$ cat src/rtl/npc_ram.sv
// Generic single-write, single-read synchronous RAM with registered read data.
`timescale 1ns / 1ps

module npc_ram #(
    parameter int WIDTH = 8,
    parameter int DEPTH = 16
) (
    input  logic                     clk,
    input  logic                     we,
    input  logic [$clog2(DEPTH)-1:0] waddr,
    input  logic [WIDTH-1:0]         wdata,
    input  logic                     re,
    input  logic [$clog2(DEPTH)-1:0] raddr,
    output logic [WIDTH-1:0]         rdata
);

    logic [WIDTH-1:0] mem [DEPTH];

    always_ff @(posedge clk)
    begin
        if (we)
        begin
            mem[waddr] <= wdata;
        end
        if (re)
        begin
            rdata <= mem[raddr];
        end
    end

endmodule

$ cat config.mk
export PLATFORM = sky130hd
export DESIGN_NAME = npc_ram
export DESIGN_NICKNAME = d
export VERILOG_FILES = /design/src/rtl/npc_ram.sv
export SDC_FILE = /design/constraint.sdc
export NUM_CORES = 1
export LEC_CHECK = 0
export CORE_MARGIN = 10
export CORE_UTILIZATION = 59
export CTS_BUF_LIST = sky130_fd_sc_hd__clkbuf_8
export DETAILED_ROUTE_END_ITERATION = 12
export DONT_BUFFER_PORTS = 1
export HOLD_SLACK_MARGIN = 0.05
export PLACE_DENSITY_LB_ADDON = 0.08
export RECOVER_POWER = 100
export SLEW_MARGIN = 20
export SYNTH_ARGS = -nofsm -noshare
export SYNTH_HDL_FRONTEND = slang
export SYNTH_SLANG_ARGS = --single-unit
$ cat constraint.sdc
create_clock -name clk -period 1.6 [get_ports clk]
set_input_delay 0 -clock clk [delete_from_list [all_inputs] [get_ports clk]]
set_output_delay 0 -clock clk [all_outputs]
set_load 0.005 [all_outputs]
# Yosys cells after proc, flatten, opt, wreduce, memory -nomap -nowiden

Memories as Yosys holds them, arrays and structs flattened. A register that Yosys moved wholly into a read port is not among the register bits.
Cells that the tools add are included.

Bits in registers: 0
Bits in writable memories: 128
Input bits: 19
Output and inout port bits: 8
Memories kept: 1

Muxes and demuxes: 2

Memory list:

| name | depth | bits a word | rd ports | clocked after Yosys merged registers in | write ports | RTL line | RTL |
|---|---|---|---|---|---|---|---|
| mem  | 16    | 8           | 1        | 1                                       | 1           | 17       | `logic [WIDTH-1:0] mem [DEPTH];` |

Operators with widths:

| cell              | number |
|---|---|
| two-way mux 1 bit | 2 |

# Logic depth before layout (Yosys ltp)

Depth in word-level cells: 2
Mapped depth: 5

# Worst setup path before layout

No wires, ideal clock.

Path kind: input port to flip-flop
From: input waddr[2]
To: memory mem[0][0] (enable)
Setup time: 383 ps
Arrival time: 1110 ps
Required time: 1217 ps
Slack: 107 ps
Stages: 2
Path buffers: 0
Cells stage by stage: or3b_2 nor3_1

RTL lines:

| item               | RTL line | RTL |
|---|---|---|
| start: declaration | 10       | `input logic [$clog2(DEPTH)-1:0] waddr,` |
| end: declaration   | 17       |  |

Straight into the memory's write port.

==> impl_metrics.yaml <==
timing:
  finalHoldViolCount: 0
  worst_pin_slew_ns: 0.7002
  whs_ns: 0.01556
  max_freq_mhz: 649.1
  setup_violations: 0
  finClkSkew_ns: 0.007057
  rsz0062_at_grt: "no"
  fin_crit_sh_pct: 96.29
  max_slew_margin_pct: 53.17
  fin_crit_ns: 1.541
  tns_ns: 0
  drv_slew: 0
place:
  dp_hpwl_mm: 6.160
  dp_cells: 343
  portBuffers: 0
  gp_congestion: 0.7494
drt:
  vias: 2425
  ant_nets: 0
  drc: 0
  wirelength_mm: 10.08
  firstDrtPassIters: 5
  drtIter0Drc: 181
  vias_per_cell: 6.202
  wl_per_cell_um: 25.78
die:
  die_y_um: 114.1
  core-area_um2: 8678
  num_rows: 34
  io_pins: 27
  die_area_um2: 13030
  die_w_um: 114.1
  initial_core_util_pct: 60.24
flow_run:
  cap_violations: 0
logic_synthesis:
  synth_top_area_cell: "edfxtp_1"
  synth_nets: 248
  synthCells: 229
  synth_compound_area_share_pct: 2.298
  synth_cell_types: 18
  synth_top_family_by_area: "multiplexers"
  ys_ff_latch: 136
  synth_xor_area_share_pct: 0
  synth_fa_ha_area_share_pct: 0
  synthSimpleGateAreaFrac_pct: 3.135
  synth_top_area_share_pct: 78.12
  synth.cell_area_um2: 5228
  synth.avg_cell_area_um2: 22.83
  synthTopCellsByArea: "edfxtp_1, mux4_2, mux4_1"
  ys_warn_count: 0
  synthMuxAreaShare_pct: 14.79
  synth-seq-area-share_pct: 78.12
power:
  irDropWorstVdd_v: 0.0007176
  fin_total_pwr_mw: 7.260
  leakagePower_nw: 1.904
  power.density_nw_per_um2: 1227
critical_path:
  reg2reg_depth: 3
  cp.arrival_ns: 1.72
  worstReg2RegEnd: "rdata[3]"
  crit_required_ns: 1.78
  crit_fanout: 1
  cp-start-kind: "flip-flop"
  r2r-start: "mem[9][3]"
  path_class: "flip-flop to flip-flop"
  cp-end-kind: "flip-flop"
  r2r_setup_slack_ns: 0.06
clock_network:
  cts_buffer_depth: 2
  cts_tree: "built"
  clockRootBuffer: "clkbuf_8"
  post-cts-setup-buffer-count: 0
  cts_made_buffers: 17
  path_clk_slew_ns: 0.07
  clkSinkCount: 136
  clk_latency_ns: 0.43
  htreeDepth: 4
  ctsHoldBuffers: 13
layout:
  drive_above_1_share_pct: 18.21
  layout_commonest_cell: "edfxtp_1"
  area_growth_pct: 13.16
  post-route-util_pct: 68.17
  nets: 286
  layout_common_cells: "edfxtp_1, mux4_2, clkbuf_8, clkbuf_1"
  fillCellCount: 576
  instances_no_fill: 391
hold_path:
  worstHoldEndpoint: "rdata[3]"
  hp-class: "input pin to flip-flop"
  min-delay-start: "raddr[0]"
  hold_depth: 3
global_route:
  antenna_found_initial: 3
  grt_pass1_wl_mm: 15.39
  first_global_vias: 2467
  grt-ovfl-total: 0
  grt_start_max_net_pins: 33
  grt_util_all_layers_pct: 16.40
run_status:
  run_status: "complete, no violations"
-- metal layers --
metal | share of wire (%) | track usage, %
met2 | 49 | 23.96
met5 | 0 | 0
met3 | 8.3 | 6.499
met1 | 42 | 22.31
met4 | 0.98 | 5.013
-- worst max-delay path by stage --
| stage | start | end | slack, ns | cells past startpoint |
|---|---|---|---|---|
| finish | mem[9][3] | rdata[3] | 0.06 | 3 |
| global route | mem[8][0] | rdata[0] | 0.001 | 3 |
| CTS | mem[9][3] | rdata[3] | 0.04 | 3 |
| detailed placement | mem[9][3] | rdata[3] | 0.007 | 3 |
| global placement | mem[5][1] | rdata[1] | 0.05 | 3 |
| floorplan | waddr[2] | mem[0][0] | 0.11 | 2 |
-- logic make-up (layout without fill, tap and decap cells) --
family | count (synthesis) | count (layout)
AND/OR/NAND/NOR | 35 | 35
buffers and inverters | 10 | 61
multiplexers | 32 | 32
other | 0 | 3
AO/OA/AOI/OAI | 16 | 16
flip-flops | 136 | 136
-- cell type report --
class / instances / area [um2] / area share [%]
repair buffers: 29 / 201.4 / 3.405
well taps: 108 / 135.1 / 2.284
diodes: 3 / 7.507 / 0.1269
clock buffers: 17 / 234.0 / 3.955
flip-flops and latches: 136 / 4084 / 69.04
multi-input cells: 83 / 1067 / 18.04
clock inverters: 15 / 186.4 / 3.151
-- cells in the mapped netlist (all sizes together) --
cell	n
buf	7
and2b	1
nor2	13
and2	1
nor3	4
nand3	1
nand2b	2
or3b	1
mux4	32
nand2	9
nor2b	1
a22oi	16
edfxtp	136
nand3b	2
clkdlybuf4s25	3
-- power breakdown --
part / switching [mW] / internal [mW] / leakage (nW)
logic: 0.175 / 0.140 / 0.454
registers: 0.0252 / 4.01 / 1.24
clock network: 1.23 / 1.67 / 0.213
total: 1.43 / 5.83 / 1.90
-- repair_timing --
item	CTS	global route
endpoints found under the setup margin	2	0
endpoints found under the hold margin	176	6
resized for setup	2	0
-- worst max-delay path, cell delays in order (launching register included) --
cell	delay (ns)
edfxtp_1	0.39
mux4_1	0.58
a22oi_2	0.25
nand2_1	0.07
-- sequential cells by signal, summed over array words and instances, names as in the netlist --
name	cells
mem	128
rdata	8
-- stage by stage --
step                setup WS, ns  area (um2)
global route            0.001061        5916
CTS                      0.03879        5967
global placement         0.05002        5396
floorplan                 0.1071        5228
finish                   0.05935        5916
detailed placement      0.006667        5396
Note: power is estimated with default switching activity, not from simulation.
